## config.mk

```make
export PLATFORM = sky130hd
export DESIGN_NAME = sfs_ctrl
export DESIGN_NICKNAME = d
export VERILOG_FILES = /design/src/hw/rtl/sfs_pkg.sv /design/src/hw/rtl/sfs_ctrl.sv
export SDC_FILE = /design/constraint.sdc
export NUM_CORES = 1
export LEC_CHECK = 0
export ABC_AREA = 1
export BUFFER_PORTS_ARGS = -buffer_cell sky130_fd_sc_hd__buf_2
export CAP_MARGIN = 20
export CORE_ASPECT_RATIO = 1.75
export CORE_MARGIN = 5
export CORE_UTILIZATION = 45
export DETAILED_ROUTE_END_ITERATION = 8
export PLACE_DENSITY = 0.65
export SLEW_MARGIN = 10
export SYNTH_ARGS = -nofsm -noshare
export SYNTH_HDL_FRONTEND = slang
export SYNTH_SLANG_ARGS = --single-unit
```

## constraint.sdc

```tcl
create_clock -name i_clk -period 3.9 [get_ports i_clk]
set_input_delay 0.39 -clock i_clk [delete_from_list [all_inputs] [get_ports i_clk]]
set_output_delay 0.39 -clock i_clk [all_outputs]
set_load 0.01 [all_outputs]
```

## src/hw/rtl/sfs_pkg.sv

```systemverilog
// ----------------------------------------------------------------------------
// sfs_pkg
// Shared types, codes and constants of the sphere face subdivider.
// ----------------------------------------------------------------------------
`default_nettype none

package sfs_pkg;

    localparam int COORD_W      = 24;
    localparam int RADIUS_W     = 23;
    localparam int DIV_W        = 4;
    localparam int MAX_DIVISIONS = 8;
    // normalized components stay below 2^29, so 30 bits signed
    localparam int Q_W          = 30;
    localparam int MAG_W        = Q_W - 1;
    localparam int STEP_W       = 5;
    localparam int SQRT_STEPS   = 32;
    localparam int QUOT_W       = 25;

    typedef struct packed {
        logic signed [COORD_W-1:0] p0_x;
        logic signed [COORD_W-1:0] p0_y;
        logic signed [COORD_W-1:0] p0_z;
        logic signed [COORD_W-1:0] p1_x;
        logic signed [COORD_W-1:0] p1_y;
        logic signed [COORD_W-1:0] p1_z;
        logic signed [COORD_W-1:0] p2_x;
        logic signed [COORD_W-1:0] p2_y;
        logic signed [COORD_W-1:0] p2_z;
    } t_face;

    typedef struct packed {
        logic signed [COORD_W-1:0] a_x;
        logic signed [COORD_W-1:0] a_y;
        logic signed [COORD_W-1:0] a_z;
        logic signed [COORD_W-1:0] b_x;
        logic signed [COORD_W-1:0] b_y;
        logic signed [COORD_W-1:0] b_z;
        logic signed [COORD_W-1:0] c_x;
        logic signed [COORD_W-1:0] c_y;
        logic signed [COORD_W-1:0] c_z;
        logic                      last_triangle;
    } t_tri;

    typedef enum logic [3:0] {
        S_IDLE,
        S_GRID,
        S_NORM,
        S_SQ,
        S_SQRT,
        S_MUL,
        S_DIV,
        S_STORE,
        S_OUT
    } t_state;

    typedef enum logic [2:0] {
        OP_NONE,
        OP_LOAD,
        OP_GRID,
        OP_NORM,
        OP_SQ,
        OP_SQRT,
        OP_MUL,
        OP_DIV
    } t_op;

    typedef struct packed {
        t_op               op;
        logic              store;
        logic [DIV_W-1:0]  c0;     // d - i - k
        logic [DIV_W-1:0]  ci;
        logic [DIV_W-1:0]  ck;
        logic [1:0]        comp;
        logic [1:0]        slot;
        logic [STEP_W-1:0] step;
    } t_cmd;

    typedef struct packed {
        logic zero;
        logic norm_done;
    } t_status;

endpackage

`default_nettype wire

```

## src/hw/rtl/sfs_ctrl.sv

```systemverilog
// ----------------------------------------------------------------------------
// sfs_ctrl
// Sequencer: walks the subtriangles of a face in output order and steps the
// datapath through each vertex projection.
// ----------------------------------------------------------------------------
`default_nettype none

module sfs_ctrl (
    input  wire                             i_clk,
    input  wire                             i_rst_n,
    input  wire [sfs_pkg::DIV_W-1:0]        i_divisions,
    input  wire                             i_in_valid,
    output logic                            o_in_ready,
    output logic                            o_out_valid,
    input  wire                             i_out_ready,
    output logic                            o_last,
    output sfs_pkg::t_cmd                   o_cmd,
    input  wire sfs_pkg::t_status           i_status
);

    localparam int DW = sfs_pkg::DIV_W;
    localparam int SW = sfs_pkg::STEP_W;

    sfs_pkg::t_state r_state, n_state;
    logic [DW-1:0] r_d, n_d;
    logic [DW-1:0] r_row, n_row;
    logic [DW-1:0] r_j, n_j;
    logic          r_half, n_half;
    logic [1:0]    r_vtx, n_vtx;
    logic [1:0]    r_comp, n_comp;
    logic [SW-1:0] r_step, n_step;

    logic [DW-1:0] d_eff;
    logic [DW-1:0] vi, vk;

    always_comb begin
        priority if (i_divisions == '0) begin
            d_eff = DW'(1);
        end else if (i_divisions > DW'(sfs_pkg::MAX_DIVISIONS)) begin
            d_eff = DW'(sfs_pkg::MAX_DIVISIONS);
        end else begin
            d_eff = i_divisions;
        end
    end

    // grid coordinates of the current vertex
    always_comb begin
        unique case ({r_half, r_vtx})
            3'b000:  begin vi = r_j;         vk = r_row - r_j;          end
            3'b001:  begin vi = r_j - 1'b1;  vk = r_row - r_j + 1'b1;   end
            3'b010:  begin vi = r_j - 1'b1;  vk = r_row - r_j;          end
            3'b100:  begin vi = r_j;         vk = r_row - 1'b1 - r_j;   end
            3'b101:  begin vi = r_j;         vk = r_row - r_j;          end
            3'b110:  begin vi = r_j - 1'b1;  vk = r_row - r_j;          end
            default: begin vi = '0;          vk = '0;                   end
        endcase
    end

    assign o_last = (r_row == r_d) && (r_j == DW'(1)) && (r_half || r_d == DW'(1));

    always_ff @(posedge i_clk) begin
        if (!i_rst_n) begin
            r_state <= sfs_pkg::S_IDLE;
            r_d     <= '0;
            r_row   <= '0;
            r_j     <= '0;
            r_half  <= 1'b0;
            r_vtx   <= '0;
            r_comp  <= '0;
            r_step  <= '0;
        end else begin
            r_state <= n_state;
            r_d     <= n_d;
            r_row   <= n_row;
            r_j     <= n_j;
            r_half  <= n_half;
            r_vtx   <= n_vtx;
            r_comp  <= n_comp;
            r_step  <= n_step;
        end
    end

    always_comb begin
        n_state = r_state;
        n_d     = r_d;
        n_row   = r_row;
        n_j     = r_j;
        n_half  = r_half;
        n_vtx   = r_vtx;
        n_comp  = r_comp;
        n_step  = r_step;

        o_in_ready  = 1'b0;
        o_out_valid = 1'b0;
        o_cmd.op    = sfs_pkg::OP_NONE;
        o_cmd.store = 1'b0;
        o_cmd.c0    = r_d - vi - vk;
        o_cmd.ci    = vi;
        o_cmd.ck    = vk;
        o_cmd.comp  = r_comp;
        o_cmd.slot  = r_vtx;
        o_cmd.step  = r_step;

        unique case (r_state)
            sfs_pkg::S_IDLE: begin
                o_in_ready = 1'b1;
                if (i_in_valid) begin
                    o_cmd.op = sfs_pkg::OP_LOAD;
                    n_d      = d_eff;
                    n_row    = DW'(1);
                    n_j      = DW'(1);
                    n_half   = 1'b0;
                    n_vtx    = '0;
                    n_state  = sfs_pkg::S_GRID;
                end
            end
            sfs_pkg::S_GRID: begin
                o_cmd.op = sfs_pkg::OP_GRID;
                n_state  = sfs_pkg::S_NORM;
            end
            sfs_pkg::S_NORM: begin
                n_comp = '0;
                n_step = '0;
                priority if (i_status.zero) begin
                    n_state = sfs_pkg::S_STORE;
                end else if (i_status.norm_done) begin
                    n_state = sfs_pkg::S_SQ;
                end else begin
                    o_cmd.op = sfs_pkg::OP_NORM;
                end
            end
            sfs_pkg::S_SQ: begin
                o_cmd.op = sfs_pkg::OP_SQ;
                if (r_comp == 2'd2) begin
                    n_comp  = '0;
                    n_state = sfs_pkg::S_SQRT;
                end else begin
                    n_comp = r_comp + 1'b1;
                end
            end
            sfs_pkg::S_SQRT: begin
                o_cmd.op = sfs_pkg::OP_SQRT;
                n_step   = r_step + 1'b1;
                if (r_step == SW'(sfs_pkg::SQRT_STEPS - 1)) begin
                    n_state = sfs_pkg::S_MUL;
                end
            end
            sfs_pkg::S_MUL: begin
                o_cmd.op = sfs_pkg::OP_MUL;
                n_step   = '0;
                n_state  = sfs_pkg::S_DIV;
            end
            sfs_pkg::S_DIV: begin
                o_cmd.op = sfs_pkg::OP_DIV;
                n_step   = r_step + 1'b1;
                if (r_step == SW'(sfs_pkg::QUOT_W - 1)) begin
                    n_state = sfs_pkg::S_STORE;
                end
            end
            sfs_pkg::S_STORE: begin
                o_cmd.store = 1'b1;
                if (r_comp == 2'd2) begin
                    n_comp = '0;
                    if (r_vtx == 2'd2) begin
                        n_state = sfs_pkg::S_OUT;
                    end else begin
                        n_vtx   = r_vtx + 1'b1;
                        n_state = sfs_pkg::S_GRID;
                    end
                end else begin
                    n_comp  = r_comp + 1'b1;
                    n_state = i_status.zero ? sfs_pkg::S_STORE : sfs_pkg::S_MUL;
                end
            end
            sfs_pkg::S_OUT: begin
                o_out_valid = 1'b1;
                if (i_out_ready) begin
                    n_vtx   = '0;
                    n_state = sfs_pkg::S_GRID;
                    if (r_j > DW'(1)) begin
                        n_j = r_j - 1'b1;
                    end else if (!r_half && r_row > DW'(1)) begin
                        n_half = 1'b1;
                        n_j    = r_row - 1'b1;
                    end else if (r_row == r_d) begin
                        n_state = sfs_pkg::S_IDLE;
                    end else begin
                        n_row  = r_row + 1'b1;
                        n_half = 1'b0;
                        n_j    = r_row + 1'b1;
                    end
                end
            end
            default: begin
                n_state = sfs_pkg::S_IDLE;
            end
        endcase
    end

endmodule

`default_nettype wire

```

== Yosys cells after proc, flatten, opt, wreduce, memory -nomap -nowiden ==
Index checks and enable logic that the tools add are counted.

* Input port bits: 10
* Register bits: 26
* Logic and storage cells: 127
* Output and inout bits: 28

* Add/sub/neg operators: 11
* Reduce and logical (&&, ||, !) cells: 24
* Multiplexer cells: 48
* Eq/ne operators: 33
* $lt $le $gt $ge: 3

{| class="wikitable"
|+ Operators by type and width
! cell !! count
|-
| two-way mux 4 bit || 18
|-
| case mux 4 bit (9 select lines) || 1
|-
| case mux 4 bit (2 select lines) || 3
|-
| case mux 3 bit (7 select lines) || 1
|-
| inequality test 2 bit, second input constant || 10
|-
| equality test 4 x 3 -> 1 bit, second input constant || 4
|-
| two-way mux 2 bit || 8
|-
| subtractor 4 bit || 4
|-
| equality test 4 x 1 -> 1 bit, second input constant || 3
|-
| two-way mux 1 bit || 12
|-
| case mux 4 bit (3 select lines) || 1
|-
| AND reduction 6 bit || 2
|-
| equality test 5 bit, second input constant || 2
|-
| case mux 5 bit (2 select lines) || 1
|-
| AND reduction 5 bit || 2
|-
| equality test 3 bit, second input constant || 3
|-
| adder 4 x 1 -> 4 bit, second input constant || 2
|-
| equality test 4 x 2 -> 1 bit, second input constant || 2
|-
| greater-than comparator 4 x 1 -> 1 bit, second input constant || 2
|-
| logical NOT 4 bit || 2
|-
| subtractor 4 x 1 -> 4 bit, second input constant || 2
|-
| inequality test 3 bit, second input constant || 2
|-
| case mux 2 bit (3 select lines) || 1
|-
| nonzero test 2 bit || 3
|-
| 21 further kinds || 28
|}

== Longest topological paths before layout ==
Gate-level depths: netlist (run 1).

* Depth in word-level cells: 6
* Mapped depth: 23
* Depth with buffers taken out: 23

== Worst setup path before layout (run 1) ==
No wires, ideal clock.

* Path kind: register to output
* Start: register r_row[0]
* End: output port o_cmd[20] (netlist bit)
* Path slack: 145 ps
* Arrival: 3,365 ps
* Stages on the path, launching flop included: 23
* Path through: dfxtp_1 > inv_1 > ha_1 > inv_1 > fa_1 > ha_1 > or2_2 > nand3_1 > nand3_1 > inv_1 > fa_1 > ha_1 > nand2_1 > inv_1 > o21ai_0 > nand3_1 > nand2_1 > inv_1 > nand2_1 > nand2_1 > inv_1 > nand2_1 > nand2_1

{| class="wikitable"
|+ RTL lines
! element !! line !! RTL
|-
| start: declaration || sfs_ctrl.sv:26 || <nowiki>logic [DW-1:0] r_row, n_row;</nowiki>
|-
| start signal: assignment || sfs_ctrl.sv:74 || <nowiki>r_row <= n_row;</nowiki>
|-
| end: declaration || sfs_ctrl.sv:17 || <nowiki>output sfs_pkg::t_cmd o_cmd,</nowiki>
|}

==> impl_metrics.toml, run 1 <==
[outcome]
outcome = "completed"

[flow_run]
max-cap-violations = 0

[worst_setup_path]
r2r_setup_slack_ps = 2000
rr_endpoint = "r_j[0]"
timing.rr.start = "r_row[1]"
cpLargestDelayFamily = "adder cells"
crit_type = "reg -> out"
slowest_delay_ps = 460
reg2reg_depth = 14
startpoint_type = "flop"
cp-end-kind = "primary output"
crit_arrival_ps = 3480
path_buf_inv = 5
crit_required_ps = 3510
crit_slowest_cell = "fa_2"
path_cells = "inv_2 > ha_4 > inv_2 > fa_2 > ha_4 > or2_4 > nand3_2 > nand3_2 > inv_2 > fa_1 > ha_4 > nand2_2 > inv_2 > o21ai_2 > nand2_1 > nand2_1 > nand2_2 > nand3_2 > nand2_1 > nand3_1 > nand2_1 > buf_2"
crit_fanout = 3

[timing]
fin_crit_ps = 3870
setup_viol = 0
rsz0062_at_grt = "yes"
maxSlewViolCount = 0
setup_tns_ps = 0
finalCritPeriodShare = 0.992
finClkSkew_ps = 4.80
setup_ws_ps = 31.7
tightest_slew_ps = 606
fmax_ghz = 0.259
timing.slew.headroom = 0.591
hold_violations = 0

[place]
numPortBuffers = 37
place_ws_ps = 111
place_congestion = 0.917
dpl.hpwl_mm = 5.85
dp_cells = 510

[power]
p_comb_frac = 0.795
switchingPower_w = 0.00168
power.internal_w = 0.00152
powerDensity_nw_per_um2 = 1070
p_leak_nw = 1.53
p_total_w = 0.00321
clock_power_share = 0.072
power_frac_seq = 0.133
irDropWorstVdd_v = 0.000446
p_sw_frac = 0.525

[synthesis]
synth-simple-area-share = 0.346
synth_top_flop_cell = "dfxtp_1"
yosysSeqAreaShare = 0.208
yosys-mux-area-fraction = 0
synth-edff-count = 0
synthArstFlopShare = 0
synth.avg_cell_area_um2 = 6.34
netlist_area_um2 = 2510
ys_seq_elements = 26
synthXorXnorAreaFrac = 0.0384
synth.distinct_cells = 37
synth_fa_ha_area_frac = 0.155
ys_warn_count = 0
synth_nets = 433
synth_compound_area_frac = 0.135
synth_top_family_by_area = "simple AND/OR/NAND/NOR gates"
syn-instance-count = 395

[routing]
viasPerCell = 5.10
wirelength_mm = 6.99
ant_nets = 0
dr.pass1.iters = 4
vias = 2641
drc = 0
wire_per_inst_um = 13.5
drtIter0Drc = 68

[global_route]
grt_usage = 0.206
grt_max_degree = 16
grt_pass1_wl_mm = 11.6
grt_pass1_vias = 2645
grt.overflow.total = 0
antenna_found_initial = 0

[clocking]
clk_pin_slew_worst_paths_ps = 100
cts_buffer_depth = 2
hold_buffers = 0
cts_tree = "built"
clock_sinks = 26
clk_latency_ps = 280
clock-root-buffer = "clkbuf_8"
htree_levels = 1
cts-buffers-inserted = 3

[floorplan]
num_io_pins = 38
coreArea_um2 = 5500
initial_core_util = 0.456
die_x_um = 66.4
die_y_um = 109
placementRows = 36
fp.dieArea_um2 = 7220

[final_layout]
stdcell_count = 518
areaGrowthSynthToFinish_pct = 19.7
multiInputGateArea_um2 = 1770
antenna_cells = 0
layout.nets = 481
final_util = 0.546
drive_above_1_share = 0.224
fillers = 599
seqCellArea_um2 = 526

[min_path]
holdPathStages = 3
hp-start = "i_divisions[1]"
holdPathEnd = "r_d[1]"
worstHoldPathType = "in -> reg"
## routing by layer
layer  part of all wire  GRT usage  up-vias
met5                  0          0        -
met4              0.050      0.115        0
met3              0.022     0.0186       21
met2               0.58      0.416       55
met1               0.35      0.189     1219
li1                   -          -     1346
## cells in the final DEF, fill, tap and decap left out, types with 6 or more instances in the layout
cell type and count:
dfxtp_1 22, inv_2 15, buf_4 11, nand2_1 95, xor2_1 10, inv_1 56
a21oi_1 31, ha_1 19, nand2_2 6, o21ai_1 7, nor2_1 47, buf_2 37
nand3_1 23, o21ai_0 8
## power by group through the flow
stage / Sequential, W / Combinational [W] / Clock [W]
3_5_place_dp: 0.000422 / 0.00225 / 0
3_3_place_gp: 0.000422 / 0.00224 / 0
2_1_floorplan: 0.000401 / 0.00161 / 0
4_1_cts: 0.000422 / 0.00241 / 0.000232
6_report: 0.000425 / 0.00255 / 0.000231
5_1_grt: 0.000437 / 0.00289 / 0.000246
## per-stage QoR
step / area [um^2] / hold slack (ps)
after floorplan: 2510 / 483
after global placement: 2810 / 481
after detailed placement: 2810 / 483
after CTS: 2950 / 357
after global routing: 3000 / 357
final: 3000 / 354
## cell families after synthesis
group / count (synthesis)
compound gates: 61
xor+xnor: 11
buf+inv: 76
simple gates: 193
fa+ha+maj: 28
flops: 26
## worst min-delay path: stages
cell	delay [ps]
buf_2	110
nand2_1	50
a21oi_1	50
## how the worst max path moves through the flow
stage | startpoint | endpoint | cells past startpoint
finish | r_row[0] | o_cmd[20] | 22
global route | r_row[0] | o_cmd[20] | 23
CTS | r_row[0] | o_cmd[20] | 24
detailed placement | r_row[0] | o_cmd[20] | 24
global placement | r_row[0] | o_cmd[20] | 24
floorplan | r_row[0] | o_cmd[20] | 22
## final cells by class
| class | instances | share of cell area |
|---|---|---|
| inverter | 71 | 0.0889 |
| tap | 76 | 0.0317 |
| timing repair buffer | 48 | 0.0893 |
| clock inverter | 1 | 0.0100 |
| sequential | 26 | 0.175 |
| multi-input combinational | 293 | 0.591 |
| clock buffer | 3 | 0.0138 |
## synthesized netlist by cell type (2+ instances only)
| library cell | n | area [um^2] |
|---|---|---|
| nand2_1 | 97 | 364 |
| inv_1 | 61 | 229 |
| nor2_1 | 47 | 176 |
| a21oi_1 | 32 | 160 |
| dfxtp_1 | 26 | 521 |
| nand3_1 | 26 | 130 |
| ha_1 | 23 | 288 |
| inv_2 | 10 | 37.5 |
| o21ai_0 | 10 | 50.1 |
| xor2_1 | 10 | 87.6 |
| o21ai_1 | 6 | 30.0 |
| fa_1 | 5 | 100 |
| nand2_2 | 4 | 25.0 |
| nor2_4 | 4 | 45.0 |
| nor2_2 | 3 | 18.8 |
| o22ai_1 | 3 | 18.8 |
| a211oi_1 | 2 | 15.0 |
| buf_2 | 2 | 10.0 |
| buf_4 | 2 | 15.0 |
| nand3_4 | 2 | 35.0 |
| nand4_1 | 2 | 12.5 |
| nor3_1 | 2 | 10.0 |
| o211ai_1 | 2 | 15.0 |
## sequential cells by signal, indices dropped and copies added, names as in the netlist
signal / flops
r_step: 5
r_d: 4
r_j: 4
r_row: 4
r_state: 4
r_comp: 2
r_vtx: 2
r_half: 1
## timing repair
| action | in CTS | in global routing |
|---|---|---|
| setup endpoints to repair | 1 | 1 |
| endpoints found under the hold margin | 0 | 0 |
| gates cloned | 0 | 0 |
| resized for setup | 16 | 10 |
| pin swaps | 5 | 17 |
| buffers inserted | 2 | 2 |
Power figures use the tool's default switching activity.
==> inputs of run 2 (changes only) <==
--- a/config.mk
+++ b/config.mk
@@ -8,11 +8,10 @@
 export ABC_AREA = 1
 export BUFFER_PORTS_ARGS = -buffer_cell sky130_fd_sc_hd__buf_2
 export CAP_MARGIN = 20
-export CORE_ASPECT_RATIO = 1.75
 export CORE_MARGIN = 5
-export CORE_UTILIZATION = 45
+export CORE_UTILIZATION = 55
 export DETAILED_ROUTE_END_ITERATION = 8
-export PLACE_DENSITY = 0.65
+export PLACE_DENSITY_LB_ADDON = 0.15
 export SLEW_MARGIN = 10
 export SYNTH_ARGS = -nofsm -noshare
 export SYNTH_HDL_FRONTEND = slang
==> impl_metrics.toml, run 2 (synthesis results as in run 1) <==
[power]
power.internal_w = 0.00152
switchingPower_w = 0.00169
p_sw_frac = 0.525
p_comb_frac = 0.795
power_frac_seq = 0.132
clock_power_share = 0.072
irDropWorstVdd_v = 0.000539
p_leak_nw = 1.51
p_total_w = 0.00321
powerDensity_nw_per_um2 = 1080

[timing]
setup_viol = 0
tightest_slew_ps = 483
finClkSkew_ps = 6.54
setup_tns_ps = 0
rsz0062_at_grt = "yes"
finalCritPeriodShare = 0.982
hold_violations = 0
timing.slew.headroom = 0.678
maxSlewViolCount = 0
fmax_ghz = 0.261
fin_crit_ps = 3830
setup_ws_ps = 71.6

[global_route]
grt_pass1_vias = 2354
met2_usage = 0.344
met3_usage = 0.0266
top_usage_layer = "met2"
grt_usage = 0.212
grt.overflow.total = 0
grt_max_degree = 16
met1_usage = 0.293
antenna_found_initial = 0
grt_pass1_wl_mm = 10.6

[worst_setup_path]
crit_arrival_ps = 3440
path_cells = "inv_4 > ha_4 > inv_4 > fa_1 > ha_2 > or2_4 > nand3_2 > nand3_2 > inv_2 > fa_1 > ha_4 > nand2_2 > inv_2 > o21ai_2 > nand2_1 > nand2_1 > nand2_2 > nand3_2 > nand2_2 > nand3_2 > nand2_1 > buf_2"
path_common_cell = "nand3_2"
startpoint_type = "flop"
slowest_delay_ps = 430
cpLargestDelayFamily = "adder cells"
crit_slowest_cell = "fa_1"
crit_type = "reg -> out"
path_buf_inv = 5
crit_fanout = 3
cp-end-kind = "primary output"
crit_required_ps = 3510

[floorplan]
die_y_um = 77.5
num_io_pins = 38
coreArea_um2 = 4380
initial_core_util = 0.572
fp.dieArea_um2 = 6010
die_x_um = 77.5
placementRows = 24

[final_layout]
fillers = 374
top_register = "r_step"
layout_common_cells = "nand2_1, inv_1, nor2_1, buf_2, a21oi_1"
final_util = 0.679
largest_reg_flops = 5
areaGrowthSynthToFinish_pct = 18.8
final_common_cell = "nand2_1"
stdcell_count = 490
antenna_cells = 0
drive_above_1_share = 0.231
layout.nets = 477

[routing]
drtIter0Drc = 217
vias = 2641
viasPerCell = 5.39
drc = 0
ant_nets = 0
wire_per_inst_um = 13.5
wirelength_mm = 6.60
dr.pass1.iters = 5

[clocking]
cts-buffers-inserted = 3
clk_pin_slew_worst_paths_ps = 100
clock_sinks = 26
cts_buffer_depth = 2
hold_buffers = 0
htree_levels = 1
clk_latency_ps = 280
cts_tree = "built"
clock-root-buffer = "clkbuf_8"

[place]
dpl.hpwl_mm = 5.06
dp_cells = 484
place_congestion = 0.949
place_ws_ps = 91.2
numPortBuffers = 37

[flow_run]
max-cap-violations = 0

[min_path]
worstHoldPathType = "in -> reg"

[outcome]
outcome = "completed"
## run 2: layer usage
| metal | part of all wire | wire [um] |
|---|---|---|
| met5 | 0 | 0 |
| met4 | 0.021 | 137 |
| met3 | 0.067 | 441 |
| met2 | 0.47 | 3110 |
| met1 | 0.44 | 2910 |
## run 2: worst reg2reg max path: cells and delay by family (launching register included)
family / cells / cell delay [ps]
AO/OA/AOI/OAI: 2 / 250
adder cells (fa/ha/maj): 1 / 190
buffers and inverters: 2 / 270
flip-flops: 1 / 370
AND/OR/NAND/NOR: 5 / 750
## run 2: cell type report
type	instances	area, um^2	share of cell area
multi-input cells	293	1800	0.606
flip-flops and latches	26	527	0.177
inverters	71	272	0.0912
repair buffers	44	238	0.0799
well taps	52	65.1	0.0219
clock buffers	3	41.3	0.0139
clock inverters	1	30.0	0.0101
## run 2: per-stage QoR
stage,hold slack [ps],area [um^2]
after global placement,462,2770
after detailed placement,477,2770
after floorplan,483,2510
after global routing,355,2980
after CTS,358,2920
final,370,2980
## run 2: power groups by stage
stage | clock (W) | sequential (W) | combinational [W]
floorplan | 0 | 0.000401 | 0.00161
global placement | 0 | 0.000416 | 0.00214
detailed placement | 0 | 0.000417 | 0.00217
CTS | 0.000236 | 0.000417 | 0.00235
global route | 0.000248 | 0.000437 | 0.00287
finish | 0.000232 | 0.000425 | 0.00255
## run 2: final timing paths
check	startpoint	endpoint	slack [ps]	depth (start not counted)
worst max register to register	r_j[1]	r_row[1]	1960	10
worst min-delay path	i_divisions[2]	r_d[2]	370	3
worst min register to register	r_comp[0]	r_comp[0]	490	1
worst max-delay path	r_row[0]	o_cmd[20]	70	22
## run 2: repair_timing
item / CTS / global route
setup buffers: 2 / 0
pin swaps: 6 / 12
endpoints found under the setup margin: 1 / 1
gates cloned: 0 / 0
gates resized for setup: 18 / 17
==> inputs of run 3 (changes only) <==
==> constraint.sdc (replaced) <==
create_clock -name i_clk -period 3.9 [get_ports i_clk]
set_input_delay 0.39 -clock i_clk [delete_from_list [all_inputs] [get_ports i_clk]]
set_output_delay 0.39 -clock i_clk [all_outputs]
set_load 0.1 [all_outputs]
==> impl_metrics.toml, run 3 (synthesis results as in run 1) <==
[final_layout]
largest_reg_flops = 5
areaGrowthSynthToFinish_pct = 25.7
layout.nets = 485
stdcell_count = 498
top_register = "r_step"
fillers = 378
final_util = 0.718
drive_above_1_share = 0.258
final_common_cell = "nand2_1"
antenna_cells = 0
layout_common_cells = "nand2_1, inv_1, nor2_1, buf_2, a21oi_1"

[global_route]
grt_max_degree = 16
grt.overflow.total = 0
grt_usage = 0.217
antenna_found_initial = 0
grt_pass1_wl_mm = 10.9
grt_pass1_vias = 2456

[timing]
setup_ws_ps = -99.2
fin_crit_ps = 4000
hold_violations = 0
timing.slew.headroom = 0.673
finClkSkew_ps = 3.36
finalCritPeriodShare = 1.03
rsz0062_at_grt = "yes"
fmax_ghz = 0.250
tightest_slew_ps = 489
setup_viol = 1
whs_ps = 368
maxSlewViolCount = 0

[place]
place_congestion = 0.931
numPortBuffers = 37
dpl.hpwl_mm = 5.35
dp_cells = 489
place_ws_ps = 4.45

[floorplan]
die_y_um = 77.5
fp.dieArea_um2 = 6010
initial_core_util = 0.572
die_x_um = 77.5
placementRows = 24
num_io_pins = 38
coreArea_um2 = 4380

[routing]
drtIter0Drc = 110
wire_per_inst_um = 13.1
vias = 2612
dr.pass1.iters = 4
wirelength_mm = 6.53
drc = 0
ant_nets = 0
viasPerCell = 5.24

[worst_setup_path]
reg2reg_depth = 10
path_buf_inv = 7
timing.rr.start = "r_j[0]"
crit_slowest_cell = "fa_2"
cp-end-kind = "primary output"
path_cells = "inv_6 > ha_4 > inv_2 > fa_2 > ha_4 > or2_4 > nand3_4 > nand3_4 > inv_2 > fa_1 > ha_4 > nand2_2 > inv_2 > o21ai_2 > nand2_1 > nand2_1 > nand2_1 > inv_1 > nand2_2 > nand2_4 > inv_4 > nand2_4 > nand2_8 > buf_12"
cpLargestDelayFamily = "adder cells"
r2r_setup_slack_ps = 2010
crit_required_ps = 3510
slowest_delay_ps = 490
crit_arrival_ps = 3610
startpoint_type = "flop"
crit_fanout = 4
crit_type = "reg -> out"
path_depth = 24
crit_start = "r_row[0]"

[flow_run]
max-cap-violations = 0

[clocking]
clock-root-buffer = "clkbuf_8"
cts_tree = "built"
cts_buffer_depth = 2
clk_pin_slew_worst_paths_ps = 90
cts-buffers-inserted = 3
hold_buffers = 0
clk_latency_ps = 280
htree_levels = 1
clock_sinks = 26

[outcome]
violations = "negative setup slack"
outcome = "finished, violations left"

[min_path]
worstHoldPathType = "in -> reg"
hp-start = "i_divisions[2]"
holdPathStages = 3
-- run 3: cell types whose count changed in the layout (fill, tap and decap cells not counted), moves of 2 or more --
cell     before  now
nand2_1      94   92
ha_1         18   20
nand2_4       1    3
buf_4         7   15
nand3_2       5    1
o22ai_1       3    1
o22ai_4       0    2
nand3_4       2    5
dfxtp_2       2    0
dfxtp_4       1    3
-- run 3: timing repair --
item,4_1_cts,5_1_grt
endpoints found under the setup margin,1,1
gates resized for setup,9,10
buffers inserted,4,1
pin swaps,12,8
-- run 3: cell type report --
type	count	area, um^2	area share
repair buffers	52	313	0.0993
multi-input cells	293	1900	0.603
well taps	52	65.1	0.0207
inverters	71	274	0.0870
flip-flops and latches	26	532	0.169
clock buffers	4	66.3	0.0211
-- run 3: worst paths after layout --
check	endpoint
setup / recovery	o_cmd[20]
hold / removal	r_d[2]
setup reg to reg	r_row[1]
hold reg to reg	r_comp[0]
-- run 3: per-stage QoR --
step | TNS (ps) | area, um^2
floorplan | -193 | 2660
global placement | 0 | 2970
detailed placement | 0 | 2970
CTS | -96.6 | 3110
global route | -261 | 3150
finish | -99.2 | 3150
-- run 3: layer usage --
layer  share of wire  global-route usage  routed length, um  vias up
li1                -                   -                  -     1359
met1            0.46               0.286               3030     1186
met2            0.48               0.377               3110       58
met3           0.043              0.0255                282        9
met4           0.016              0.0567                104        0
met5               0                   0                  0        -
-- run 3: worst min-delay path, cell delays in order --
cell,delay (ps)
buf_2,110
nand2_1,60
a21oi_1,50
Power of run 3 is not shown: default switching activity piles up to over one toggle a cycle in this logic, so the estimate is an artifact.
